**config.mk**
```make
export PLATFORM = sky130hd
export DESIGN_NAME = timer_table_scheduler_core_flat
export DESIGN_NICKNAME = d
export VERILOG_FILES = /design/src/hdl/tts_pkg.sv /design/src/hdl/tts_if.sv /design/src/hdl/tts_ram.sv /design/src/hdl/tts_datapath.sv /design/src/hdl/tts_ctrl.sv /design/src/hdl/timer_table_scheduler_core.sv /design/src/flat_wrapper.sv
export SDC_FILE = /design/constraint.sdc
export NUM_CORES = 2
export LEC_CHECK = 0
export BUFFER_PORTS_ARGS = -buffer_cell sky130_fd_sc_hd__buf_2
export CAP_MARGIN = 10
export CORE_UTILIZATION = 55
export DETAILED_ROUTE_END_ITERATION = 6
export HOLD_SLACK_MARGIN = 0.08
export PLACE_DENSITY = 0.71
export SYNTH_ARGS = -nofsm -noshare
export SYNTH_HDL_FRONTEND = slang
export SYNTH_SLANG_ARGS = --single-unit
```
**constraint.sdc**
```tcl
create_clock -name clk -period 13.3 [get_ports clk]
set_input_delay 2.66 -clock clk [delete_from_list [all_inputs] [get_ports clk]]
set_output_delay 2.66 -clock clk [all_outputs]
set_load 0.05 [all_outputs]
```
**src/hdl/tts_pkg.sv**
```systemverilog
// Package with shared types and constants of the timer table scheduler.
`timescale 1ns / 1ps
package tts_pkg;
    localparam int NUM_SLOTS_DEFAULT = 16;
    localparam logic [15:0] LATE_LIMIT_RESET = 16'd10;

    localparam logic [2:0] REQ_TICK = 3'd0;
    localparam logic [2:0] REQ_ONESHOT = 3'd1;
    localparam logic [2:0] REQ_PERIODIC = 3'd2;
    localparam logic [2:0] REQ_UNTIL = 3'd3;
    localparam logic [2:0] REQ_STOPPABLE = 3'd4;
    localparam logic [2:0] REQ_STOP = 3'd5;

    localparam logic [2:0] ST_FIRED = 3'd0;
    localparam logic [2:0] ST_REGISTERED = 3'd1;
    localparam logic [2:0] ST_FULL = 3'd2;
    localparam logic [2:0] ST_STOPPED = 3'd3;
    localparam logic [2:0] ST_STOP_EMPTY = 3'd4;

    localparam logic [1:0] KIND_ONESHOT = 2'd0;
    localparam logic [1:0] KIND_UNTIL = 2'd2;

    typedef enum logic [2:0] {
        S_IDLE,
        S_SCAN,
        S_EVAL,
        S_EMIT,
        S_SINGLE,
        S_WAIT,
        S_FLUSH
    } state_t;

    // Commands from controller to datapath.
    typedef struct packed {
        logic load_req;     // capture the input item
        logic tick;         // advance time and clear scan index
        logic eval_slot;    // act on the slot just read
        logic single;       // do register or stop
        logic push;         // load output register
        logic shift;        // move the new firing into the held result
        logic mark_last;    // the pushed result is the final one of the item
        logic scan_next;    // advance scan index
    } cmd_t;

    // Status from datapath to controller.
    typedef struct packed {
        logic is_tick;
        logic is_single;
        logic scan_done;
        logic slot_fires;
        logic hold_valid;
        logic out_busy;
    } stat_t;
endpackage

```
**src/hdl/tts_if.sv**
```systemverilog
// Valid/ready channel interfaces of the timer table scheduler.
`timescale 1ns / 1ps
interface tts_req_if;
    logic        valid;
    logic        ready;
    logic [2:0]  req_type;
    logic [31:0] time_point;
    logic [15:0] period;
    logic [3:0]  stop_slot;
    modport source (output valid, req_type, time_point, period, stop_slot, input ready);
    modport sink (input valid, req_type, time_point, period, stop_slot, output ready);
endinterface

interface tts_res_if;
    logic        valid;
    logic        ready;
    logic [2:0]  status;
    logic [3:0]  slot_index;
    logic        late;
    logic [31:0] fire_time;
    logic        last;
    modport source (output valid, status, slot_index, late, fire_time, last, input ready);
    modport sink (input valid, status, slot_index, late, fire_time, last, output ready);
endinterface

interface tts_cfg_if;
    logic        valid;
    logic        ready;
    logic [15:0] data;
    modport source (output valid, data, input ready);
    modport sink (input valid, data, output ready);
endinterface

```
**src/hdl/tts_ram.sv**
```systemverilog
// Generic single-port-write RAM with registered read.
`timescale 1ns / 1ps
module tts_ram #(
    parameter int WIDTH = 32,
    parameter int DEPTH = 16
) (
    input  logic                     clk,
    input  logic                     we,
    input  logic [$clog2(DEPTH > 1 ? DEPTH : 2)-1:0] waddr,
    input  logic [WIDTH-1:0]         wdata,
    input  logic [$clog2(DEPTH > 1 ? DEPTH : 2)-1:0] raddr,
    output logic [WIDTH-1:0]         rdata
);
    logic [WIDTH-1:0] mem [DEPTH];

    always_ff @(posedge clk)
    begin
        if (we)
        begin
            mem[waddr] <= wdata;
        end
        rdata <= mem[raddr];
    end
endmodule

```
**src/hdl/tts_datapath.sv**
```systemverilog
// Datapath of the timer table scheduler: slot tables, time and output register.
`timescale 1ns / 1ps
module tts_datapath #(
    parameter int NUM_SLOTS = tts_pkg::NUM_SLOTS_DEFAULT
) (
    input  logic           clk,
    input  logic           rst_n,
    input  tts_pkg::cmd_t  cmd,
    output tts_pkg::stat_t stat,
    tts_req_if.sink        req,
    tts_res_if.source      res,
    tts_cfg_if.sink        cfg
);
    localparam int IW = $clog2(NUM_SLOTS > 1 ? NUM_SLOTS : 2);
    localparam int CW = $clog2(NUM_SLOTS + 1);

    logic [15:0] late_limit_reg;
    logic [31:0] now_reg;
    logic [NUM_SLOTS-1:0] valid_reg;
    logic [2:0]  rtype_reg;
    logic [31:0] tp_reg;
    logic [15:0] per_reg;
    logic [3:0]  stop_reg;
    logic [CW-1:0] idx_reg;
    logic        fire_pend_reg;
    logic        hold_valid_reg;

    logic        out_valid_reg;
    logic [2:0]  out_status_reg;
    logic [3:0]  out_slot_reg;
    logic        out_late_reg;
    logic [31:0] out_time_reg;
    logic        out_last_reg;

    // Firing found by the slot just evaluated.
    logic [3:0]  cand_slot_reg;
    logic        cand_late_reg;

    // Result held back until the next firing or the end of the scan, so that the
    // final one can be marked; it also carries a register or stop result.
    logic [2:0]  pend_status_reg;
    logic [3:0]  pend_slot_reg;
    logic        pend_late_reg;

    logic [IW-1:0] idx_w;
    logic [1:0]  kind_q;
    logic [31:0] due_q;
    logic [15:0] per_q;
    logic [31:0] end_q;
    logic [31:0] lateness;
    logic [31:0] end_diff;
    logic        due_hit;
    logic        end_hit;
    logic        slot_ok;

    logic        we;
    logic [IW-1:0] waddr;
    logic [1:0]  kind_w;
    logic [31:0] due_w;
    logic [15:0] per_w;
    logic [31:0] end_w;
    logic        due_we;

    logic [IW:0]   free_idx;
    logic          have_free;
    logic [15:0]   per_fix;
    logic          stop_ok;

    assign idx_w = idx_reg[IW-1:0];
    assign per_fix = (per_reg == 16'd0) ? 16'd1 : per_reg;

    always_comb
    begin
        free_idx = '0;
        have_free = 1'b0;
        for (int i = NUM_SLOTS - 1; i >= 0; i--)
        begin
            if (!valid_reg[i])
            begin
                free_idx = (IW+1)'(i);
                have_free = 1'b1;
            end
        end
    end

    assign stop_ok = ({28'd0, stop_reg} < NUM_SLOTS)
                   && valid_reg[stop_reg[IW-1:0]];

    assign lateness = now_reg - due_q;
    assign end_diff = now_reg - end_q;
    assign due_hit = !lateness[31];
    assign end_hit = !end_diff[31];
    assign slot_ok = valid_reg[idx_w];

    // Table writes: registration, or rearm during a tick.
    always_comb
    begin
        we = 1'b0;
        due_we = 1'b0;
        waddr = free_idx[IW-1:0];
        kind_w = 2'(rtype_reg - 3'd1);
        per_w = per_fix;
        end_w = tp_reg;
        due_w = (rtype_reg == tts_pkg::REQ_ONESHOT) ? tp_reg : now_reg + {16'd0, per_fix};
        if (cmd.single && rtype_reg != tts_pkg::REQ_STOP && have_free)
        begin
            we = 1'b1;
            due_we = 1'b1;
        end
        else if (cmd.eval_slot && slot_ok && due_hit && kind_q != tts_pkg::KIND_ONESHOT
                 && !(kind_q == tts_pkg::KIND_UNTIL && end_hit))
        begin
            due_we = 1'b1;
            waddr = idx_w;
            due_w = now_reg + {16'd0, per_q};
        end
    end

    tts_ram #(.WIDTH(2), .DEPTH(NUM_SLOTS)) u_kind (
        .clk(clk), .we(we), .waddr(waddr), .wdata(kind_w), .raddr(idx_w), .rdata(kind_q));
    tts_ram #(.WIDTH(32), .DEPTH(NUM_SLOTS)) u_due (
        .clk(clk), .we(due_we), .waddr(waddr), .wdata(due_w), .raddr(idx_w), .rdata(due_q));
    tts_ram #(.WIDTH(16), .DEPTH(NUM_SLOTS)) u_per (
        .clk(clk), .we(we), .waddr(waddr), .wdata(per_w), .raddr(idx_w), .rdata(per_q));
    tts_ram #(.WIDTH(32), .DEPTH(NUM_SLOTS)) u_end (
        .clk(clk), .we(we), .waddr(waddr), .wdata(end_w), .raddr(idx_w), .rdata(end_q));

    assign cfg.ready = 1'b1;
    assign req.ready = cmd.load_req;
    assign res.valid = out_valid_reg;
    assign res.status = out_status_reg;
    assign res.slot_index = out_slot_reg;
    assign res.late = out_late_reg;
    assign res.fire_time = out_time_reg;
    assign res.last = out_last_reg;

    assign stat.is_tick = (rtype_reg == tts_pkg::REQ_TICK);
    assign stat.is_single = (rtype_reg >= tts_pkg::REQ_ONESHOT)
                         && (rtype_reg <= tts_pkg::REQ_STOP);
    assign stat.scan_done = (idx_reg == CW'(NUM_SLOTS));
    assign stat.slot_fires = fire_pend_reg;
    assign stat.hold_valid = hold_valid_reg;
    assign stat.out_busy = out_valid_reg && !res.ready;

    always_ff @(posedge clk or negedge rst_n)
    begin
        if (!rst_n)
        begin
            late_limit_reg <= tts_pkg::LATE_LIMIT_RESET;
            now_reg <= '0;
            valid_reg <= '0;
            idx_reg <= '0;
            out_valid_reg <= 1'b0;
            fire_pend_reg <= 1'b0;
            hold_valid_reg <= 1'b0;
        end
        else
        begin
            if (cfg.valid)
            begin
                late_limit_reg <= cfg.data;
            end
            if (out_valid_reg && res.ready)
            begin
                out_valid_reg <= 1'b0;
            end
            if (cmd.tick)
            begin
                now_reg <= now_reg + 32'd1;
                idx_reg <= '0;
                hold_valid_reg <= 1'b0;
            end
            if (cmd.scan_next)
            begin
                idx_reg <= idx_reg + CW'(1);
            end
            // The firing flag stays up while the emit step waits on the output.
            if (cmd.shift || (cmd.push && cmd.mark_last))
            begin
                fire_pend_reg <= 1'b0;
            end
            if (cmd.shift)
            begin
                hold_valid_reg <= 1'b1;
            end
            if (cmd.push && cmd.mark_last)
            begin
                hold_valid_reg <= 1'b0;
            end
            if (cmd.eval_slot && slot_ok && due_hit)
            begin
                if (kind_q == tts_pkg::KIND_UNTIL && end_hit)
                begin
                    valid_reg[idx_w] <= 1'b0;
                end
                else
                begin
                    fire_pend_reg <= 1'b1;
                    if (kind_q == tts_pkg::KIND_ONESHOT)
                    begin
                        valid_reg[idx_w] <= 1'b0;
                    end
                end
            end
            if (cmd.single)
            begin
                fire_pend_reg <= 1'b1;
                if (rtype_reg == tts_pkg::REQ_STOP)
                begin
                    if (stop_ok)
                    begin
                        valid_reg[stop_reg[IW-1:0]] <= 1'b0;
                    end
                end
                else if (have_free)
                begin
                    valid_reg[free_idx[IW-1:0]] <= 1'b1;
                end
            end
            if (cmd.push)
            begin
                out_valid_reg <= 1'b1;
            end
        end
    end

    // Payload registers.
    always_ff @(posedge clk)
    begin
        if (cmd.load_req && req.valid)
        begin
            rtype_reg <= req.req_type;
            tp_reg <= req.time_point;
            per_reg <= req.period;
            stop_reg <= req.stop_slot;
        end
        if (cmd.eval_slot)
        begin
            cand_slot_reg <= 4'(idx_w);
            cand_late_reg <= (lateness > {16'd0, late_limit_reg});
        end
        if (cmd.shift)
        begin
            pend_status_reg <= tts_pkg::ST_FIRED;
            pend_slot_reg <= cand_slot_reg;
            pend_late_reg <= cand_late_reg;
        end
        if (cmd.single)
        begin
            pend_late_reg <= 1'b0;
            if (rtype_reg == tts_pkg::REQ_STOP)
            begin
                pend_status_reg <= stop_ok ? tts_pkg::ST_STOPPED : tts_pkg::ST_STOP_EMPTY;
                pend_slot_reg <= stop_reg;
            end
            else if (have_free)
            begin
                pend_status_reg <= tts_pkg::ST_REGISTERED;
                pend_slot_reg <= 4'(free_idx);
            end
            else
            begin
                pend_status_reg <= tts_pkg::ST_FULL;
                pend_slot_reg <= 4'd0;
            end
        end
        if (cmd.push)
        begin
            out_status_reg <= pend_status_reg;
            out_slot_reg <= pend_slot_reg;
            out_late_reg <= pend_late_reg;
            out_time_reg <= now_reg;
            out_last_reg <= cmd.mark_last;
        end
    end

`ifndef SYNTHESIS
    a_late_only_fired: assert property (@(posedge clk) disable iff (!rst_n)
        res.valid && res.late |-> res.status == tts_pkg::ST_FIRED)
        else $error("late set on a non-fired result");
    a_scan_bound: assert property (@(posedge clk) disable iff (!rst_n)
        idx_reg <= CW'(NUM_SLOTS))
        else $error("scan index out of range");
    a_no_push_busy: assert property (@(posedge clk) disable iff (!rst_n)
        cmd.push |-> !stat.out_busy)
        else $error("output overwritten");
`endif
endmodule

```
**src/hdl/tts_ctrl.sv**
```systemverilog
// Controller state machine of the timer table scheduler.
`timescale 1ns / 1ps
module tts_ctrl (
    input  logic           clk,
    input  logic           rst_n,
    input  logic           req_valid,
    input  tts_pkg::stat_t stat,
    output tts_pkg::cmd_t  cmd
);
    tts_pkg::state_t state_reg, state_next;

    always_ff @(posedge clk or negedge rst_n)
    begin
        if (!rst_n)
        begin
            state_reg <= tts_pkg::S_IDLE;
        end
        else
        begin
            state_reg <= state_next;
        end
    end

    // S_WAIT follows capture so the request decode is registered.
    // During a tick each firing is held back until the next one is found, and the
    // last one leaves through S_FLUSH with the final flag.
    always_comb
    begin
        state_next = state_reg;
        case (state_reg)
            tts_pkg::S_IDLE:
                if (req_valid) state_next = tts_pkg::S_WAIT;
            tts_pkg::S_WAIT:
                if (stat.is_tick) state_next = tts_pkg::S_SCAN;
                else if (stat.is_single) state_next = tts_pkg::S_SINGLE;
                else state_next = tts_pkg::S_IDLE;
            tts_pkg::S_SCAN:
                if (stat.scan_done)
                    state_next = stat.hold_valid ? tts_pkg::S_FLUSH : tts_pkg::S_IDLE;
                else state_next = tts_pkg::S_EVAL;
            tts_pkg::S_EVAL:
                state_next = tts_pkg::S_EMIT;
            tts_pkg::S_EMIT:
                if (stat.is_single)
                begin
                    if (!stat.out_busy) state_next = tts_pkg::S_IDLE;
                end
                else if (!stat.slot_fires || !(stat.hold_valid && stat.out_busy))
                    state_next = tts_pkg::S_SCAN;
            tts_pkg::S_SINGLE:
                state_next = tts_pkg::S_EMIT;
            tts_pkg::S_FLUSH:
                if (!stat.out_busy) state_next = tts_pkg::S_IDLE;
            default:
                state_next = tts_pkg::S_IDLE;
        endcase
    end

    always_comb
    begin
        cmd = '0;
        case (state_reg)
            tts_pkg::S_IDLE:
                cmd.load_req = 1'b1;
            tts_pkg::S_WAIT:
                cmd.tick = stat.is_tick;
            tts_pkg::S_EVAL:
            begin
                cmd.eval_slot = 1'b1;
                cmd.scan_next = 1'b1;
            end
            tts_pkg::S_EMIT:
                if (stat.is_single)
                begin
                    cmd.push = stat.slot_fires && !stat.out_busy;
                    cmd.mark_last = 1'b1;
                end
                else if (stat.slot_fires && !(stat.hold_valid && stat.out_busy))
                begin
                    cmd.shift = 1'b1;
                    cmd.push = stat.hold_valid;
                end
            tts_pkg::S_SINGLE:
                cmd.single = 1'b1;
            tts_pkg::S_FLUSH:
            begin
                cmd.push = !stat.out_busy;
                cmd.mark_last = 1'b1;
            end
            default:
                cmd = '0;
        endcase
    end

`ifndef SYNTHESIS
    a_one_cmd: assert property (@(posedge clk) disable iff (!rst_n)
        $onehot0({cmd.tick, cmd.eval_slot, cmd.single, cmd.push}))
        else $error("conflicting commands");
    a_eval_then_emit: assert property (@(posedge clk) disable iff (!rst_n)
        state_reg == tts_pkg::S_EVAL |=> state_reg == tts_pkg::S_EMIT)
        else $error("evaluation not followed by emit");
    a_single_flag: assert property (@(posedge clk) disable iff (!rst_n)
        cmd.single |=> stat.slot_fires)
        else $error("single request produced no result");
`endif
endmodule

```
**src/hdl/timer_table_scheduler_core.sv**
```systemverilog
// Top level of the timer table scheduler.
`timescale 1ns / 1ps
//  Channel | Direction | Payload
//  req     | in        | req_type, time_point, period, stop_slot
//  res     | out       | status, slot_index, late, fire_time, last
//  cfg     | in        | data (late_limit)
//
// A register or stop request is accepted, decoded, carried out and then emitted; its
// result transaction is registered, and the emit step waits while the output is busy.
// A tick is accepted and decoded, then each of the NUM_SLOTS slots (16 by default) gets
// a read, evaluate and emit step; a final scan check follows and, if any slot fired, a
// flush of the last firing, which is held back so that it can carry the last flag.
// Reset is asynchronous and active low; it clears time and all valid bits.
// A stalled result channel holds the scan at the emit step of the next firing slot,
// or at the flush. The configuration channel is always ready.
module timer_table_scheduler_core #(
    parameter int NUM_SLOTS = tts_pkg::NUM_SLOTS_DEFAULT
) (
    input logic       clk,
    input logic       rst_n,
    tts_req_if.sink   req,
    tts_res_if.source res,
    tts_cfg_if.sink   cfg
);
    tts_pkg::cmd_t  cmd;
    tts_pkg::stat_t stat;

    // The controller sequences each request; the datapath holds all storage.
    tts_ctrl u_ctrl (
        .clk(clk), .rst_n(rst_n), .req_valid(req.valid), .stat(stat), .cmd(cmd));

    tts_datapath #(.NUM_SLOTS(NUM_SLOTS)) u_dp (
        .clk(clk), .rst_n(rst_n), .cmd(cmd), .stat(stat),
        .req(req), .res(res), .cfg(cfg));
endmodule
```
**src/flat_wrapper.sv**
```systemverilog
// flat-port wrapper written by rule: the top's interface ports become plain ports
module timer_table_scheduler_core_flat 
#(
    parameter int NUM_SLOTS = tts_pkg::NUM_SLOTS_DEFAULT
)
  (clk, rst_n, req_valid, req_req_type, req_time_point, req_period, req_stop_slot, req_ready, res_valid, res_status, res_slot_index, res_late, res_fire_time, res_last, res_ready, cfg_valid, cfg_data, cfg_ready);
  tts_req_if req_i ();
  tts_res_if res_i ();
  tts_cfg_if cfg_i ();
  input logic clk;
  input logic rst_n;
  input wire logic [$bits(req_i.valid)-1:0] req_valid;
  input wire logic [$bits(req_i.req_type)-1:0] req_req_type;
  input wire logic [$bits(req_i.time_point)-1:0] req_time_point;
  input wire logic [$bits(req_i.period)-1:0] req_period;
  input wire logic [$bits(req_i.stop_slot)-1:0] req_stop_slot;
  output wire logic [$bits(req_i.ready)-1:0] req_ready;
  output wire logic [$bits(res_i.valid)-1:0] res_valid;
  output wire logic [$bits(res_i.status)-1:0] res_status;
  output wire logic [$bits(res_i.slot_index)-1:0] res_slot_index;
  output wire logic [$bits(res_i.late)-1:0] res_late;
  output wire logic [$bits(res_i.fire_time)-1:0] res_fire_time;
  output wire logic [$bits(res_i.last)-1:0] res_last;
  input wire logic [$bits(res_i.ready)-1:0] res_ready;
  input wire logic [$bits(cfg_i.valid)-1:0] cfg_valid;
  input wire logic [$bits(cfg_i.data)-1:0] cfg_data;
  output wire logic [$bits(cfg_i.ready)-1:0] cfg_ready;
  assign req_i.valid = req_valid;
  assign req_i.req_type = req_req_type;
  assign req_i.time_point = req_time_point;
  assign req_i.period = req_period;
  assign req_i.stop_slot = req_stop_slot;
  assign req_ready = req_i.ready;
  assign res_valid = res_i.valid;
  assign res_status = res_i.status;
  assign res_slot_index = res_i.slot_index;
  assign res_late = res_i.late;
  assign res_fire_time = res_i.fire_time;
  assign res_last = res_i.last;
  assign res_i.ready = res_ready;
  assign cfg_i.valid = cfg_valid;
  assign cfg_i.data = cfg_data;
  assign cfg_ready = cfg_i.ready;
  timer_table_scheduler_core #(.NUM_SLOTS(NUM_SLOTS)) u_core (.clk(clk), .rst_n(rst_n), .req(req_i), .res(res_i), .cfg(cfg_i));
endmodule
```
==> flow_summary_export.csv <==
group,metric,value,unit
yosys,synth_top_family_by_area,"multiplexers",
clock_tree,cts_bufs_inserted,158,
yosys,synth-seq-cells,1578,
sta,hold_viol,0,
clock_tree,postCtsSetupRepairBufs,0,
die,design.die.area,0.118,mm2
clock_tree,root_buffer,"clkbuf_16",
sta,maxSlewHeadroom,13.4,%
place,port_buffers,118,
worst_setup_path,path_buf_inv,0,
cells_and_area,layout-area-overhead-vs-synth,12.4,%
drt,detailroute.via_count,33600,
cells_and_area,layout-drive-gt1-share,24.8,%
sta,ratio_of_final_minimum_period_to_clock_period,41.9,%
worst_setup_path,critical_path.max_stage_delay,970,ps
sta,actual_transition_at_the_worst_max_transition_pin,1300,ps
global_routing,number_of_global_route_vias_before_repair,34000,
die,die-width,343,um
drt,routed_via_density,6.43,
yosys,synth-adder-area-share,2.36,%
pwr,power_switching_share,29.7,%
sta,finalCriticalPeriod,5570,ps
worst_setup_path,worst_path_cell_chain,"nor4_1 -> a41o_1 -> ha_1 -> a21o_1 -> a21oi_1 -> o211ai_1 -> nand3_1 -> a21oi_1 -> o21ai_0 -> a211oi_1 -> nor2_1 -> o221ai_1",
sta,final-max-slew-violation-count,0,
yosys,synth-warning-count,0,
cells_and_area,fin_util,62.7,%
pwr,share_clk_of_total_power,30.8,%
pwr,combPwrFrac,24.8,%
worst_setup_path,cpLargestDelayFamily,"compound AO/OA/AOI/OAI gates",
sta,hold_ws,417,ps
yosys,synth_async_reset_ratio,4.75,%
place,detailed_place_hpwl,92900,um
drt,drc,0,
pwr,total_switching_power,4.27,mW
worst_setup_path,worst_setup_path_end_kind,"flop",
sta,setup_viol,0,
sta,grt_setup_unrepaired,"false",
clock_tree,post_cts_hold_buffer_count,0,
sta,setup_total_negative_slack,0,ps
pwr,cell_internal_power_dissipation,10.1,mW
yosys,synth_cells,3365,
yosys,synth_top_cells_by_area,"edfxtp_1 (66%), mux4_2 (15%), dfrtp_1 (2.8%)",
outcome,run_status,"complete, no violations",
drt,dr_wl_cell,29.9,um
global_routing,grt_util_all_layers,27.0,%
pwr,power.density_cell_area,200,mW/mm2
clock_tree,clock_tree_buffer_depth,3,
yosys,synth.net_count,3560,
clock_tree,tritoncts,"yes",
worst_setup_path,critical_path.startpoint_type,"flop",
pwr,total_power,14.4,mW
worst_setup_path,critical_path_arrival,5940,ps
global_routing,gr-total-overflow,0,
place,globalplace.congestion,0.908,
clock_tree,clock_sinks,1578,
pwr,seq_power_share,44.4,%
die,floorplan.core_area,0.115,mm2
clock_tree,count_of_h_tree_levels_built_during_cts,4,
yosys,area_share_of_xor_xnor_cells_in_the_synthesized_design,1.17,%
cells_and_area,final_nets,3762,
yosys,netlist-cell-type-count,92,
die,pin_count,120,
drt,drtIter0Drc,3935,
global_routing,pin_count_of_the_biggest_net_entering_global_routing,110,
global_routing,grt_first_pass_wirelength,229000,um
yosys,synth_area_per_cell,19.1,um2
yosys,ys.flop_type,"edfxtp_1",
worst_setup_path,timing.critical_path.fanout_max,18,
die,chipHeight,343,um
yosys,synthesized_cell_area,0.0641,mm2
die,start_util,55.8,%
pwr,power.static_leakage,24.0,nW
worst_setup_path,worst-endpoint-required,13670,ps
drt,postRouteAntennaNets,0,
clock_tree,cts_repair_resize_count,0,
pwr,irDropWorstVdd,0.182,mV
cells_and_area,ff_latch_area,0.0462,mm2
drt,detail_route.first_pass.iterations,7,
worst_setup_path,critical_path.most_common_cell,"a21oi_1",
yosys,sequential_element_share_of_the_synthesized_area,72.0,%
yosys,post_synth_and_or_nand_nor_area_fraction,3.45,%
min_path,hp-class,"reg2reg",
yosys,synth_edf_count,1420,
yosys,yosys-mux-area-fraction,15.1,%
cells_and_area,multiInputGateArea,0.0171,mm2
cells_and_area,fillers,7774,
yosys,synthDominantAreaCellType,"edfxtp_1",
clock_tree,worst_skew_pair.late_latency,780,ps
global_routing,number_of_antenna_violations_at_the_first_check_in_global_routing,4,
sta,clock_skew,39.7,ps
die,row_count,124,
cells_and_area,registers_with_the_most_flip_flops,"u_core.u_dp.u_due.mem: 512 flops, u_core.u_dp.u_end.mem: 512 flops, u_core.u_dp.u_per.mem: 256 flops",
yosys,synth-compound-area-share,4.24,%
worst_setup_path,path_class,"reg2reg",
worst_setup_path,slowest_stage,"o221ai_1",
sta,achievable-frequency,179,MHz
flow_run,max_cap_viol,0,
clock_tree,clk_transition_reported_paths,60,ps
yosys,yosys.area.top_type_share,66.5,%
drt,finalWirelength,156000,um
## power by group through the flow
stage | combinational [mW] | clock [mW] | sequential (mW)
after floorplan | 2.53 | 0 | 6.34
final | 3.57 | 4.42 | 6.38
after detailed placement | 3.58 | 0 | 6.48
after CTS | 3.60 | 4.49 | 6.39
after global placement | 3.52 | 0 | 6.47
after global routing | 3.83 | 4.66 | 6.41
## area by class of cell
type                            instances  area share, %
Clock inverter                         77           1.09
Clock buffer                          220           6.12
Antenna cell                            1        0.00347
Sequential cell                      1578           64.1
Inverter                              121          0.630
Timing Repair Buffer                  196           1.65
Multi-Input combinational cell       1512           23.8
Tap cell                             1512           2.63
## cell usage in the layout, fill, tap and decap left out, types with 12 or more instances in the layout
cell type	Yosys	final
edfxtp_1	1420	1420
mux4_2	419	419
clkbuf_16	0	162
inv_1	120	120
nand2_1	117	117
buf_2	7	117
ha_1	116	116
a21oi_1	96	95
nor2_1	121	92
o21ai_0	89	89
dfxtp_1	83	83
buf_4	5	78
dfrtp_1	73	69
xnor2_1	51	51
nand3_1	50	50
clkbuf_1	94	44
nor3_1	38	36
xor2_1	35	35
nand4_1	32	32
nor2_4	0	30
a21o_1	28	28
o211ai_1	25	25
a211oi_1	24	22
clkinv_2	0	21
nand2b_1	20	20
a31oi_1	19	19
clkinv_1	0	19
o21a_1	18	18
mux2i_1	14	14
and3_1	14	14
o221ai_1	14	14
clkbuf_8	0	14
nor2b_1	14	13
clkinvlp_4	0	12
## metrics by stage
stage / std cells / area [um2] / setup slack [ps]
CTS: 5211 / 72000 / 7890
global route: 5216 / 72100 / 7450
global placement: 4914 / 66800 / 8090
finish: 5217 / 72100 / 7730
floorplan: 3365 / 64100 / 6250
detailed placement: 4914 / 66800 / 7920
## per-layer routing
layer	global-route usage, %	up-vias	routed length [um]
met3	4.69	271	12000
met1	38.2	17600	63600
met2	43.4	1539	75800
met5	0	-	7
li1	-	14100	-
met4	8.32	2	4470
## worst register-to-register path, cell delays in order (launching register included)
cell and delay [ps]:
edfxtp_1 660, nor4_1 470, a41o_1 570, ha_1 270
a21o_1 130, a21oi_1 120, o211ai_1 400, nand3_1 270
a21oi_1 490, o21ai_0 310, a211oi_1 380, nor2_1 130
o221ai_1 970
## final timing paths
check                                             start                            end  slack, ps  depth (start not counted)
max                             u_core.u_dp.per_reg[11]   u_core.u_dp.u_due.mem[3][17]       7730                         12
min                        u_core.u_dp.pend_slot_reg[3]  u_core.u_dp.res.slot_index[3]        420                          0
max reg2reg                     u_core.u_dp.per_reg[11]   u_core.u_dp.u_due.mem[3][17]       7730                         12
min reg2reg                u_core.u_dp.pend_slot_reg[3]  u_core.u_dp.res.slot_index[3]        420                          0
max in group asynchronous                         rst_n         u_core.u_dp.idx_reg[1]      10260                          2
min in group asynchronous                         rst_n      u_core.u_dp.valid_reg[15]       1740                          1
## Yosys cell counts, types with 6 or more instances
library cell  number
nor4_1             9
o211ai_1          25
and2_1             6
o221ai_1          14
nand2b_1          20
clkbuf_1          94
xor2_1            35
buf_2              7
a21boi_0           7
ha_1             116
edfxtp_1        1420
nor3_1            38
nor2_1           121
mux2i_1           14
o31ai_1           11
or3_1              9
dfxtp_1           83
inv_1            120
a211oi_1          24
o22ai_1            9
nand2_1          117
nand4_1           32
and3_1            14
mux4_2           419
a31oi_1           19
dfrtp_1           73
buf_1             44
o21a_1            18
o21ai_0           89
a21oi_1           96
a211o_1            6
a21o_1            28
nand3b_1           6
nor2b_1           14
nand3_1           50
xnor2_1           51
## logic make-up after synthesis
logic type      count (synthesis)
compound gates                409
xor+xnor                       86
fa+ha+maj                     119
buf+inv                       275
flops                        1578
mux                           440
other cells                     1
simple gates                  457
(Power assumes the default switching activity.)
